`config.mk`:
```
export PLATFORM = sky130hd
export DESIGN_NAME = antialiased_line_rasterizer
export DESIGN_NICKNAME = d
export VERILOG_FILES = /design/src/rtl/aalr_pkg.sv /design/src/rtl/aalr_front.sv /design/src/rtl/aalr_fifo.sv /design/src/rtl/aalr_div.sv /design/src/rtl/aalr_back.sv /design/src/rtl/antialiased_line_rasterizer.sv
export VERILOG_INCLUDE_DIRS = /design/src /design/src/rtl
export SDC_FILE = /design/constraint.sdc
export NUM_CORES = 1
export LEC_CHECK = 0
export BUFFER_PORTS_ARGS = -buffer_cell sky130_fd_sc_hd__buf_2
export CAP_MARGIN = 20
export CORE_ASPECT_RATIO = 1.5
export CORE_MARGIN = 5
export CORE_UTILIZATION = 33
export CTS_BUF_LIST = sky130_fd_sc_hd__clkbuf_8
export DETAILED_ROUTE_END_ITERATION = 8
export GPL_ROUTABILITY_DRIVEN = 0
export PLACE_DENSITY_LB_ADDON = 0.1
export SLEW_MARGIN = 10
export SYNTH_ARGS = -nofsm -noshare
export SYNTH_HDL_FRONTEND = slang
export SYNTH_SLANG_ARGS = --single-unit
export TNS_END_PERCENT = 1
```
`constraint.sdc`:
```
create_clock -name clk_i -period 5.7 [get_ports clk_i]
set_input_delay 0.285 -clock clk_i [delete_from_list [all_inputs] [get_ports clk_i]]
set_output_delay 0.285 -clock clk_i [all_outputs]
set_load 0.01 [all_outputs]
```
`src/rtl/antialiased_line_rasterizer_macros.svh`:
```
// Assertion helpers shared by the rasterizer modules.
// Each expects clk_i and rst_ni in scope.
`ifndef ANTIALIASED_LINE_RASTERIZER_MACROS_SVH
`define ANTIALIASED_LINE_RASTERIZER_MACROS_SVH

// Consequent must hold in the same cycle as the antecedent.
`define AALR_ASSERT_NOW(lbl, ante, cons, msg) \
  lbl: assert property (@(posedge clk_i) disable iff (!rst_ni) (ante) |-> (cons)) \
    else $error(msg);

// Consequent must hold in the cycle after the antecedent.
`define AALR_ASSERT_NEXT(lbl, ante, cons, msg) \
  lbl: assert property (@(posedge clk_i) disable iff (!rst_ni) (ante) |=> (cons)) \
    else $error(msg);

`endif

```
`src/rtl/aalr_pkg.sv`:
```
`timescale 1ns / 1ps
package aalr_pkg;

  localparam int COORD_BITS = 12;
  localparam int FRAC_BITS  = 16;
  localparam int WALK_W     = COORD_BITS + 1;
  localparam int ACC_W      = 8 + FRAC_BITS;
  localparam int DIV_CNT_W  = $clog2(ACC_W + 1);
  localparam int QDEPTH     = 2;
  localparam int QPTR_W     = $clog2(QDEPTH);
  localparam int QCNT_W     = $clog2(QDEPTH + 1);

  // 255.0 and 127.5 in unsigned Q8.FRAC_BITS
  localparam logic [ACC_W-1:0] FULL_SCALE = {8'd255, {FRAC_BITS{1'b0}}};
  localparam logic [ACC_W-1:0] HALF_SCALE = FULL_SCALE >> 1;

  localparam logic OP_LOAD = 1'b0;
  localparam logic OP_TICK = 1'b1;

  typedef enum logic [2:0] {
    OCT_0, OCT_1, OCT_2, OCT_3, OCT_4, OCT_5, OCT_6, OCT_7
  } oct_e;

  typedef enum logic [1:0] {
    BK_IDLE,
    BK_DIV,
    BK_RUN
  } back_state_e;

  typedef struct packed {
    logic                  op;
    logic [COORD_BITS-1:0] start_x;
    logic [COORD_BITS-1:0] start_y;
    logic [COORD_BITS-1:0] finish_x;
    logic [COORD_BITS-1:0] finish_y;
  } in_t;

  typedef struct packed {
    logic [COORD_BITS-1:0] pix_x;
    logic [COORD_BITS-1:0] pix_y;
    logic [7:0]            level;
    logic                  last;
  } out_t;

  // Classified item as queued between front and back
  typedef struct packed {
    logic              op;
    oct_e              octant;
    logic [WALK_W-1:0] walk_x;
    logic [WALK_W-1:0] walk_y;
    logic [WALK_W-1:0] stop_x;
    logic [WALK_W-1:0] fdx;
    logic [WALK_W-1:0] fdy;
  } seg_t;

  function automatic logic [WALK_W-1:0] neg_w(input logic [WALK_W-1:0] v);
    return WALK_W'(0) - v;
  endfunction

endpackage

```
`src/rtl/aalr_front.sv`:
```
`timescale 1ns / 1ps
module aalr_front (
  input  aalr_pkg::in_t  item_i,
  output aalr_pkg::seg_t seg_o
);
  import aalr_pkg::*;

  function automatic oct_e classify(input logic signed [WALK_W-1:0] dx,
                                    input logic signed [WALK_W-1:0] dy);
    logic signed [WALK_W-1:0] ax;
    logic signed [WALK_W-1:0] ay;
    oct_e o;
    ax = (dx < 0) ? -dx : dx;
    ay = (dy < 0) ? -dy : dy;
    if (dx == 0 && dy == 0) begin
      o = OCT_0;
    end else if (dx > 0 && dy >= 0) begin
      o = (dx >= dy) ? OCT_0 : OCT_1;
    end else if (dx == 0 && dy > 0) begin
      o = OCT_1;
    end else if (dx < 0 && dy > 0) begin
      o = (ax <= dy) ? OCT_2 : OCT_3;
    end else if (dx < 0 && dy <= 0) begin
      o = (ax >= ay) ? OCT_4 : OCT_5;
    end else begin
      o = (dx < ay) ? OCT_6 : OCT_7;
    end
    return o;
  endfunction

  // Map a point into octant 0; result is {x, y}
  function automatic logic [2*WALK_W-1:0] fold(input oct_e o,
                                               input logic [WALK_W-1:0] x,
                                               input logic [WALK_W-1:0] y);
    logic [WALK_W-1:0] a;
    logic [WALK_W-1:0] b;
    a = x;
    b = y;
    case (o)
      OCT_1:   begin a = y;        b = x;        end
      OCT_2:   begin a = y;        b = neg_w(x); end
      OCT_3:   begin a = neg_w(x); b = y;        end
      OCT_4:   begin a = neg_w(x); b = neg_w(y); end
      OCT_5:   begin a = neg_w(y); b = neg_w(x); end
      OCT_6:   begin a = neg_w(y); b = x;        end
      OCT_7:   begin a = x;        b = neg_w(y); end
      default: begin a = x;        b = y;        end
    endcase
    return {a, b};
  endfunction

  logic [WALK_W-1:0] sx, sy, ex, ey;
  logic signed [WALK_W-1:0] dx, dy;
  oct_e              oct;
  logic [WALK_W-1:0] fx0, fy0, fx1, fy1;

  always_comb begin
    sx  = {1'b0, item_i.start_x};
    sy  = {1'b0, item_i.start_y};
    ex  = {1'b0, item_i.finish_x};
    ey  = {1'b0, item_i.finish_y};
    dx  = $signed(ex - sx);
    dy  = $signed(ey - sy);
    oct = classify(dx, dy);
    {fx0, fy0} = fold(oct, sx, sy);
    {fx1, fy1} = fold(oct, ex, ey);

    seg_o.op     = item_i.op;
    seg_o.octant = oct;
    seg_o.walk_x = fx0;
    seg_o.walk_y = fy0;
    seg_o.stop_x = fx1;
    seg_o.fdx    = fx1 - fx0;
    seg_o.fdy    = fy1 - fy0;
  end

endmodule

```
`src/rtl/aalr_fifo.sv`:
```
`timescale 1ns / 1ps
module aalr_fifo (
  input  logic           clk_i,
  input  logic           rst_ni,
  input  logic           push_i,
  input  aalr_pkg::seg_t push_data_i,
  output logic           full_o,
  input  logic           pop_i,
  output logic           valid_o,
  output aalr_pkg::seg_t pop_data_o
);
  import aalr_pkg::*;

  seg_t              mem_q [QDEPTH];
  logic [QPTR_W-1:0] wr_ptr_q, wr_ptr_d;
  logic [QPTR_W-1:0] rd_ptr_q, rd_ptr_d;
  logic [QCNT_W-1:0] cnt_q, cnt_d;

  function automatic logic [QPTR_W-1:0] bump(input logic [QPTR_W-1:0] p);
    return (p == QPTR_W'(QDEPTH - 1)) ? '0 : p + QPTR_W'(1);
  endfunction

  assign full_o     = (cnt_q == QCNT_W'(QDEPTH));
  assign valid_o    = (cnt_q != '0);
  assign pop_data_o = mem_q[rd_ptr_q];

  always_comb begin
    wr_ptr_d = push_i ? bump(wr_ptr_q) : wr_ptr_q;
    rd_ptr_d = pop_i ? bump(rd_ptr_q) : rd_ptr_q;
    cnt_d    = cnt_q;
    if (push_i && !pop_i) begin
      cnt_d = cnt_q + QCNT_W'(1);
    end else if (!push_i && pop_i) begin
      cnt_d = cnt_q - QCNT_W'(1);
    end
  end

  always_ff @(posedge clk_i or negedge rst_ni) begin
    if (!rst_ni) begin
      wr_ptr_q <= '0;
      rd_ptr_q <= '0;
      cnt_q    <= '0;
    end else begin
      wr_ptr_q <= wr_ptr_d;
      rd_ptr_q <= rd_ptr_d;
      cnt_q    <= cnt_d;
    end
  end

  always_ff @(posedge clk_i) begin
    if (push_i) begin
      mem_q[wr_ptr_q] <= push_data_i;
    end
  end

  `include "antialiased_line_rasterizer_macros.svh"

  `AALR_ASSERT_NOW(a_no_overflow, push_i && !pop_i, cnt_q != QCNT_W'(QDEPTH), "queue overflow")
  `AALR_ASSERT_NOW(a_no_underflow, pop_i, cnt_q != '0, "queue underflow")

endmodule

```
`src/rtl/aalr_div.sv`:
```
`timescale 1ns / 1ps
module aalr_div (
  input  logic                          clk_i,
  input  logic                          rst_ni,
  input  logic                          start_i,
  input  logic [aalr_pkg::WALK_W-1:0]   fdx_i,
  input  logic [aalr_pkg::WALK_W-1:0]   fdy_i,
  output logic                          done_o,
  output logic [aalr_pkg::ACC_W-1:0]    quot_o
);
  import aalr_pkg::*;

  localparam int NUM_W = ACC_W + WALK_W;

  logic                 run_q, done_q;
  logic [DIV_CNT_W-1:0] cnt_q;
  logic [WALK_W-1:0]    rem_q, den_q;
  logic [ACC_W-1:0]     quo_q;

  logic [8+WALK_W-1:0]  prod;
  logic [NUM_W-1:0]     num;
  logic [WALK_W:0]      rem_sh, diff;
  logic                 ge;

  always_comb begin
    // 255 * fdy, then scale by 2^FRAC_BITS
    prod   = {fdy_i, 8'd0} - {8'd0, fdy_i};
    num    = {prod, {FRAC_BITS{1'b0}}};
    rem_sh = {rem_q, quo_q[ACC_W-1]};
    diff   = rem_sh - {1'b0, den_q};
    ge     = (rem_sh >= {1'b0, den_q});
  end

  always_ff @(posedge clk_i or negedge rst_ni) begin
    if (!rst_ni) begin
      run_q  <= 1'b0;
      done_q <= 1'b0;
      cnt_q  <= '0;
    end else begin
      done_q <= 1'b0;
      if (start_i) begin
        run_q <= 1'b1;
        cnt_q <= DIV_CNT_W'(ACC_W);
      end else if (run_q) begin
        cnt_q <= cnt_q - DIV_CNT_W'(1);
        if (cnt_q == DIV_CNT_W'(1)) begin
          run_q  <= 1'b0;
          done_q <= 1'b1;
        end
      end
    end
  end

  // One quotient bit per cycle; the low part of the dividend shifts out
  // as quotient bits shift in.
  always_ff @(posedge clk_i) begin
    if (start_i) begin
      den_q <= fdx_i;
      rem_q <= num[NUM_W-1 -: WALK_W];
      quo_q <= num[ACC_W-1:0];
    end else if (run_q) begin
      rem_q <= ge ? diff[WALK_W-1:0] : rem_sh[WALK_W-1:0];
      quo_q <= {quo_q[ACC_W-2:0], ge};
    end
  end

  // Zero-length segment: slope is zero
  assign done_o = done_q;
  assign quot_o = (den_q == '0) ? '0 : quo_q;

  `include "antialiased_line_rasterizer_macros.svh"

  `AALR_ASSERT_NOW(a_quot_range, done_q, quot_o <= FULL_SCALE, "slope above full scale")
  `AALR_ASSERT_NOW(a_start_idle, start_i, !run_q, "divider restarted while running")

endmodule

```
`src/rtl/aalr_back.sv`:
```
`timescale 1ns / 1ps
module aalr_back (
  input  logic           clk_i,
  input  logic           rst_ni,
  input  logic           q_valid_i,
  input  aalr_pkg::seg_t q_data_i,
  output logic           q_pop_o,
  output logic           out_valid_o,
  input  logic           out_ready_i,
  output aalr_pkg::out_t out_data_o
);
  import aalr_pkg::*;

  back_state_e state_q, state_d;

  oct_e              octant_q;
  logic [WALK_W-1:0] walk_x_q, walk_y_q, stop_x_q;
  logic [ACC_W-1:0]  err_q, slope_q, step_q;

  logic              out_valid_q;
  out_t              out_q;

  logic              div_start, div_done;
  logic [ACC_W-1:0]  div_quot;

  logic              out_free, emit, fin;
  logic [WALK_W-1:0] ux, uy;
  logic [ACC_W-1:0]  shade;
  out_t              pix;

  aalr_div u_div (
    .clk_i  (clk_i),
    .rst_ni (rst_ni),
    .start_i(div_start),
    .fdx_i  (q_data_i.fdx),
    .fdy_i  (q_data_i.fdy),
    .done_o (div_done),
    .quot_o (div_quot)
  );

  assign out_free = !out_valid_q || out_ready_i;

  // Control outputs
  always_comb begin
    q_pop_o   = 1'b0;
    div_start = 1'b0;
    emit      = 1'b0;
    case (state_q)
      BK_IDLE: begin
        // drop ticks while idle
        q_pop_o   = q_valid_i;
        div_start = q_valid_i && (q_data_i.op == OP_LOAD);
      end
      BK_RUN: begin
        if (q_valid_i && q_data_i.op == OP_LOAD) begin
          q_pop_o   = 1'b1;
          div_start = 1'b1;
        end else if (q_valid_i && out_free) begin
          q_pop_o = 1'b1;
          emit    = 1'b1;
        end
      end
      default: begin
      end
    endcase
  end

  // Next state
  always_comb begin
    state_d = state_q;
    case (state_q)
      BK_IDLE: if (div_start) state_d = BK_DIV;
      BK_DIV:  if (div_done) state_d = BK_RUN;
      BK_RUN: begin
        if (div_start) begin
          state_d = BK_DIV;
        end else if (emit && fin) begin
          state_d = BK_IDLE;
        end
      end
      default: state_d = BK_IDLE;
    endcase
  end

  // Pixel for the current walk position
  always_comb begin
    fin = (walk_x_q == stop_x_q);
    ux  = walk_x_q;
    uy  = walk_y_q;
    case (octant_q)
      OCT_1:   begin ux = walk_y_q;        uy = walk_x_q;        end
      OCT_2:   begin ux = neg_w(walk_y_q); uy = walk_x_q;        end
      OCT_3:   begin ux = neg_w(walk_x_q); uy = walk_y_q;        end
      OCT_4:   begin ux = neg_w(walk_x_q); uy = neg_w(walk_y_q); end
      OCT_5:   begin ux = neg_w(walk_y_q); uy = neg_w(walk_x_q); end
      OCT_6:   begin ux = walk_y_q;        uy = neg_w(walk_x_q); end
      OCT_7:   begin ux = walk_x_q;        uy = neg_w(walk_y_q); end
      default: begin ux = walk_x_q;        uy = walk_y_q;        end
    endcase
    shade     = octant_q[0] ? (FULL_SCALE - err_q) : err_q;
    pix.pix_x = ux[COORD_BITS-1:0];
    pix.pix_y = uy[COORD_BITS-1:0];
    pix.level = shade[ACC_W-1:FRAC_BITS];
    pix.last  = fin;
  end

  always_ff @(posedge clk_i or negedge rst_ni) begin
    if (!rst_ni) begin
      state_q     <= BK_IDLE;
      out_valid_q <= 1'b0;
    end else begin
      state_q <= state_d;
      if (emit) begin
        out_valid_q <= 1'b1;
      end else if (out_ready_i) begin
        out_valid_q <= 1'b0;
      end
    end
  end

  always_ff @(posedge clk_i) begin
    if (emit) begin
      out_q <= pix;
    end
    if (div_start) begin
      octant_q <= q_data_i.octant;
      walk_x_q <= q_data_i.walk_x;
      walk_y_q <= q_data_i.walk_y;
      stop_x_q <= q_data_i.stop_x;
    end else if (state_q == BK_DIV && div_done) begin
      slope_q <= div_quot;
      step_q  <= FULL_SCALE - div_quot;
      err_q   <= HALF_SCALE;
    end else if (emit) begin
      // advance one pixel along the major axis
      if (err_q < step_q) begin
        err_q <= err_q + slope_q;
      end else begin
        walk_y_q <= walk_y_q + WALK_W'(1);
        err_q    <= err_q - step_q;
      end
      walk_x_q <= walk_x_q + WALK_W'(1);
    end
  end

  assign out_valid_o = out_valid_q;
  assign out_data_o  = out_q;

  `include "antialiased_line_rasterizer_macros.svh"

  `AALR_ASSERT_NOW(a_no_pop_in_div, state_q == BK_DIV, !q_pop_o, "queue popped during division")
  `AALR_ASSERT_NOW(a_err_range, state_q == BK_RUN, err_q < FULL_SCALE, "error term out of range")
  `AALR_ASSERT_NEXT(a_last_ends, emit && fin && !div_start, state_q == BK_IDLE, "walk past last pixel")

endmodule

```
`src/rtl/antialiased_line_rasterizer.sv`:
```
`timescale 1ns / 1ps
// Anti-aliased line rasterizer.
// Input channel (in_valid_i / in_ready_o / in_data_i): op = load carries the two
// endpoints of a segment; op = tick asks for the next pixel of the running segment.
// Output channel (out_valid_o / out_ready_i / out_data_o): one pixel per productive
// tick with its coordinates, 8-bit intensity and a flag on the final pixel.
// A front stage classifies the octant and folds the endpoints on the way into a
// two-entry queue; the back stage runs the walk and owns a registered output.
// Throughput: ticks stream at one pixel per cycle while the receiver keeps up. A load
// holds the back stage while the bit-serial slope divider runs (one quotient bit per
// cycle); ticks that follow a load wait in the queue until the slope is ready.
// Latency: a tick's pixel is shown in the cycle after the back stage takes it.
// A tick while no segment runs is dropped; a load mid-segment abandons it.
// When the receiver stalls, the output register holds its pixel, the back stage stops
// taking ticks, and the queue fills until in_ready_o drops.
// Reset clears the queue and returns the walker to idle with no pixel pending.
module antialiased_line_rasterizer (
  input  logic           clk_i,
  input  logic           rst_ni,
  input  logic           in_valid_i,
  output logic           in_ready_o,
  input  aalr_pkg::in_t  in_data_i,
  output logic           out_valid_o,
  input  logic           out_ready_i,
  output aalr_pkg::out_t out_data_o
);
  import aalr_pkg::*;

  seg_t seg_in, seg_head;
  logic q_full, q_valid, q_pop, q_push;

  // Classify and fold on the way into the queue
  aalr_front u_front (
    .item_i(in_data_i),
    .seg_o (seg_in)
  );

  // Accept whenever the queue has room
  assign in_ready_o = !q_full;
  assign q_push     = in_valid_i && in_ready_o;

  aalr_fifo u_fifo (
    .clk_i      (clk_i),
    .rst_ni     (rst_ni),
    .push_i     (q_push),
    .push_data_i(seg_in),
    .full_o     (q_full),
    .pop_i      (q_pop),
    .valid_o    (q_valid),
    .pop_data_o (seg_head)
  );

  // Walk, divide and hold the result for transfer
  aalr_back u_back (
    .clk_i      (clk_i),
    .rst_ni     (rst_ni),
    .q_valid_i  (q_valid),
    .q_data_i   (seg_head),
    .q_pop_o    (q_pop),
    .out_valid_o(out_valid_o),
    .out_ready_i(out_ready_i),
    .out_data_o (out_data_o)
  );

endmodule
```
==> results_dict.tcl <==
set metrics [dict create \
    status "complete, but fails checks" \
    violations "negative setup slack" \
    grt_antenna_before_repair 1 \
    grt-ovfl-total 0 \
    syn_to_final_growth_pct 26.3 \
    grt_max_degree 69 \
    drt_pass1_iterations 6 \
    cp_common_cell "a21oi_2" \
    worst_slack_ns -0.772 \
    yosys.area_share.xor_xnor_pct 6.73 \
    final_core_util_pct 42.1 \
    syn-instance-count 2553 \
    clk_path_buf_depth 3 \
    pin_count 88 \
    core_sq_um 74900 \
    layout_common_cells "buf_4, edfxtp_1, nand2_1" \
    synth_compound_gate_area_share_pct 16.4 \
    avgViaCountPerCell 5.24 \
    setup_violations 32 \
    synth_fp_nets 2790 \
    cp_data_arrival_time_ns 6.91 \
    post-route-period-util_pct 114 \
    leakagePower_uw 0.0130 \
    ys_warn_count 0 \
    path_class "in -> reg" \
    cp.required_ns 6.14 \
    cp_top_family "compound AO/OA/AOI/OAI gates" \
    clkSinkCount 345 \
    hold_path.class "in -> reg" \
    drv_cap 0 \
    slew_headroom_pct 30.9 \
    critical-path-slowest-cell "or3_4" \
    ys_seq_elements 345 \
    reg2reg_to "u_back.err_q[19]" \
    critPathMaxStageDelay_ns 0.38 \
    crit_fanout 8 \
    cts_tree "done" \
    whs_endpoint "u_fifo.wr_ptr_q" \
    vias 21200 \
    synth_edf_count 315 \
    synth_adder_area_share_pct 9.48 \
    htreeDepth 2 \
    hold_path_startpoint "in_valid_i" \
    ff2ff_path_depth 16 \
    start_kind "primary input" \
    drc_errors 0 \
    cp-end-kind "flop" \
    cts_buffers 49 \
    synth_top_family_by_area "compound AO/OA/AOI/OAI gates" \
    cts.clk_slew.worst_paths_ns 0.06 \
    ant_nets 0 \
    grt_pass1_vias 22100 \
    whs_path_depth 3 \
    total_power_uw 15100 \
    synth_flop_cell "edfxtp_1" \
    rsz0062_at_grt "yes" \
    clkLatencyLatePin_ns 0.61 \
    io_buffers 87 \
    start_util_pct 33.3 \
    layout.nets 3251 \
    finalClockSkew_ns 0.0202 \
    synth_async_sr_flop_share_pct 4.06 \
    power.density_nw_per_um2 480 \
    drt_wl_total_microns 81100 \
    first_iter_violations 1150 \
    hold_violations 0 \
    critPathBufInv 5 \
    drive_gt1_share_pct 27.3 \
    holdWs_ns 0.0874 \
    root_buffer "clkbuf_8" \
    synth-seq-area-share_pct 40.6 \
    synth_cell_type_count 98 \
    die_h_microns 347 \
    worstReg2RegStart "u_back.err_q[0]" \
    timing.fmax_mhz 155 \
    synth.mux.area_fraction_pct 6.37 \
    period_needed_ns 6.47 \
    synth.avg_cell_area_sq_um 9.77 \
    peakVddDrop_v 0.000206 \
    die_x_microns 234 \
    grt_pass1_wl_microns 125000 \
    final_common_cell "buf_4" \
    routedWlPerCell_microns 20.0 \
    dp_hpwl_microns 64300 \
    syn_area_sq_um 24900 \
    die_area_sq_um 81300 \
    synthSimpleGateAreaFrac_pct 16.4 \
    worst_pin_slew_ns 1.02 \
    grt_usage_pct 19.4 \
    slew_violations 0 \
    r2r_setup_slack_ns 1.06 \
    num_rows 123 \
]
## logic make-up (layout without fill, tap and decap cells)
family,after synthesis,after routing
mux,128,128
compound gates,618,618
xor+xnor,190,190
other cells,0,1
simple gates,829,829
buf+inv,258,757
fa+ha+maj,185,185
flops,345,345
## power breakdown
group | internal [uW] | total, uW | switching [uW]
clock network | 993 | 1970 | 972
registers | 4020 | 4430 | 414
logic | 4100 | 8720 | 4620
total | 9110 | 15100 | 6010
## worst max path at each step
stage / from / endpoint / slack [ns] / cells after the start
final: in_data_i[0] / u_fifo.mem_q[0][12] / -0.77 / 39
after global placement: in_data_i[0] / u_fifo.mem_q[0][11] / -2.18 / 37
after global routing: in_data_i[28] / u_fifo.mem_q[0][12] / -1.06 / 38
after floorplan: in_data_i[12] / u_fifo.mem_q[0][12] / -1.04 / 38
after CTS: in_data_i[0] / u_fifo.mem_q[0][25] / -0.75 / 38
after detailed placement: in_data_i[0] / u_fifo.mem_q[0][11] / -2.17 / 37
## cell usage after synthesis (11+ instances only)
cell type | n | area share [%]
edfxtp_1 | 315 | 38
nand2_1 | 210 | 3.2
nor2_1 | 203 | 3.1
ha_1 | 177 | 8.9
a21oi_1 | 166 | 3.3
inv_1 | 144 | 2.2
o21ai_0 | 127 | 2.5
xnor2_1 | 119 | 4.2
nand3_1 | 77 | 1.5
clkbuf_1 | 75 | 1.1
xor2_1 | 70 | 2.5
mux2i_1 | 66 | 2.6
nor3_1 | 64 | 1.3
a21o_1 | 42 | 1.3
mux2_2 | 41 | 1.9
and2_1 | 40 | 1.0
nand2b_1 | 37 | 0.93
a211oi_1 | 34 | 1.0
o21a_1 | 33 | 0.99
nor2b_1 | 31 | 0.78
or3_1 | 31 | 0.78
and3_1 | 29 | 0.73
nand4_1 | 27 | 0.68
o211ai_1 | 27 | 0.81
a31oi_1 | 23 | 0.58
mux4_2 | 20 | 1.8
nor4_1 | 19 | 0.48
dfxtp_1 | 16 | 1.3
o21ai_1 | 16 | 0.32
buf_2 | 15 | 0.30
buf_1 | 14 | 0.21
dfrtp_1 | 14 | 1.4
or2_2 | 13 | 0.33
a221oi_1 | 11 | 0.39
## routing by layer
| metal | GRT usage (%) | up-vias | part of all wire (%) |
|---|---|---|---|
| li1 | - | 10400 | - |
| met1 | 21.1 | 10100 | 38 |
| met2 | 36.8 | 511 | 53 |
| met3 | 1.86 | 182 | 3.1 |
| met4 | 10.1 | 0 | 5.9 |
| met5 | 0 | - | 0 |
## tightest hold or removal path, cell delays in order
cell and delay [ns]:
buf_2 0.12, nand2_1 0.15, xnor2_1 0.09
## final cells by class
cell class	instances	area [sq um]
fillers	7355	43400
inverters	149	586
well taps	1000	1250
clock inverters	40	288
multi-input cells	1950	14700
diodes	1	2.50
clock buffers	49	674
repair buffers	519	3870
flip-flops and latches	345	10100
## registers in the layout, indices dropped and copies added, names as in the netlist, 23 cells and up
signal and count:
u_back.err_q 24, u_back.out_data_o 33, u_back.slope_q 23, u_back.step_q 24, u_back.u_div.quo_q 24, u_fifo.mem_q 136
## per-stage QoR
stage | area [sq um] | cells | worst slack [ns] | setup TNS [ns]
final | 31500 | 4053 | -0.772 | -14.51
after global routing | 31500 | 4053 | -1.06 | -22.18
after CTS | 31100 | 4040 | -0.745 | -14.79
after detailed placement | 29400 | 3925 | -2.17 | -95.01
after global placement | 29400 | 3925 | -2.18 | -96.68
after floorplan | 25200 | 2553 | -1.04 | -19.97
## what timing repair did
action                                  CTS  global route
endpoints found under the setup margin   46            40
hold buffers                              2             0
setup buffers                            25            11
cloned                                    0             0
hold endpoints to repair                 16             0
gates resized for setup                 129            58
pin swaps                                78            57
No activity file was read; power rests on OpenSTA's default activity.
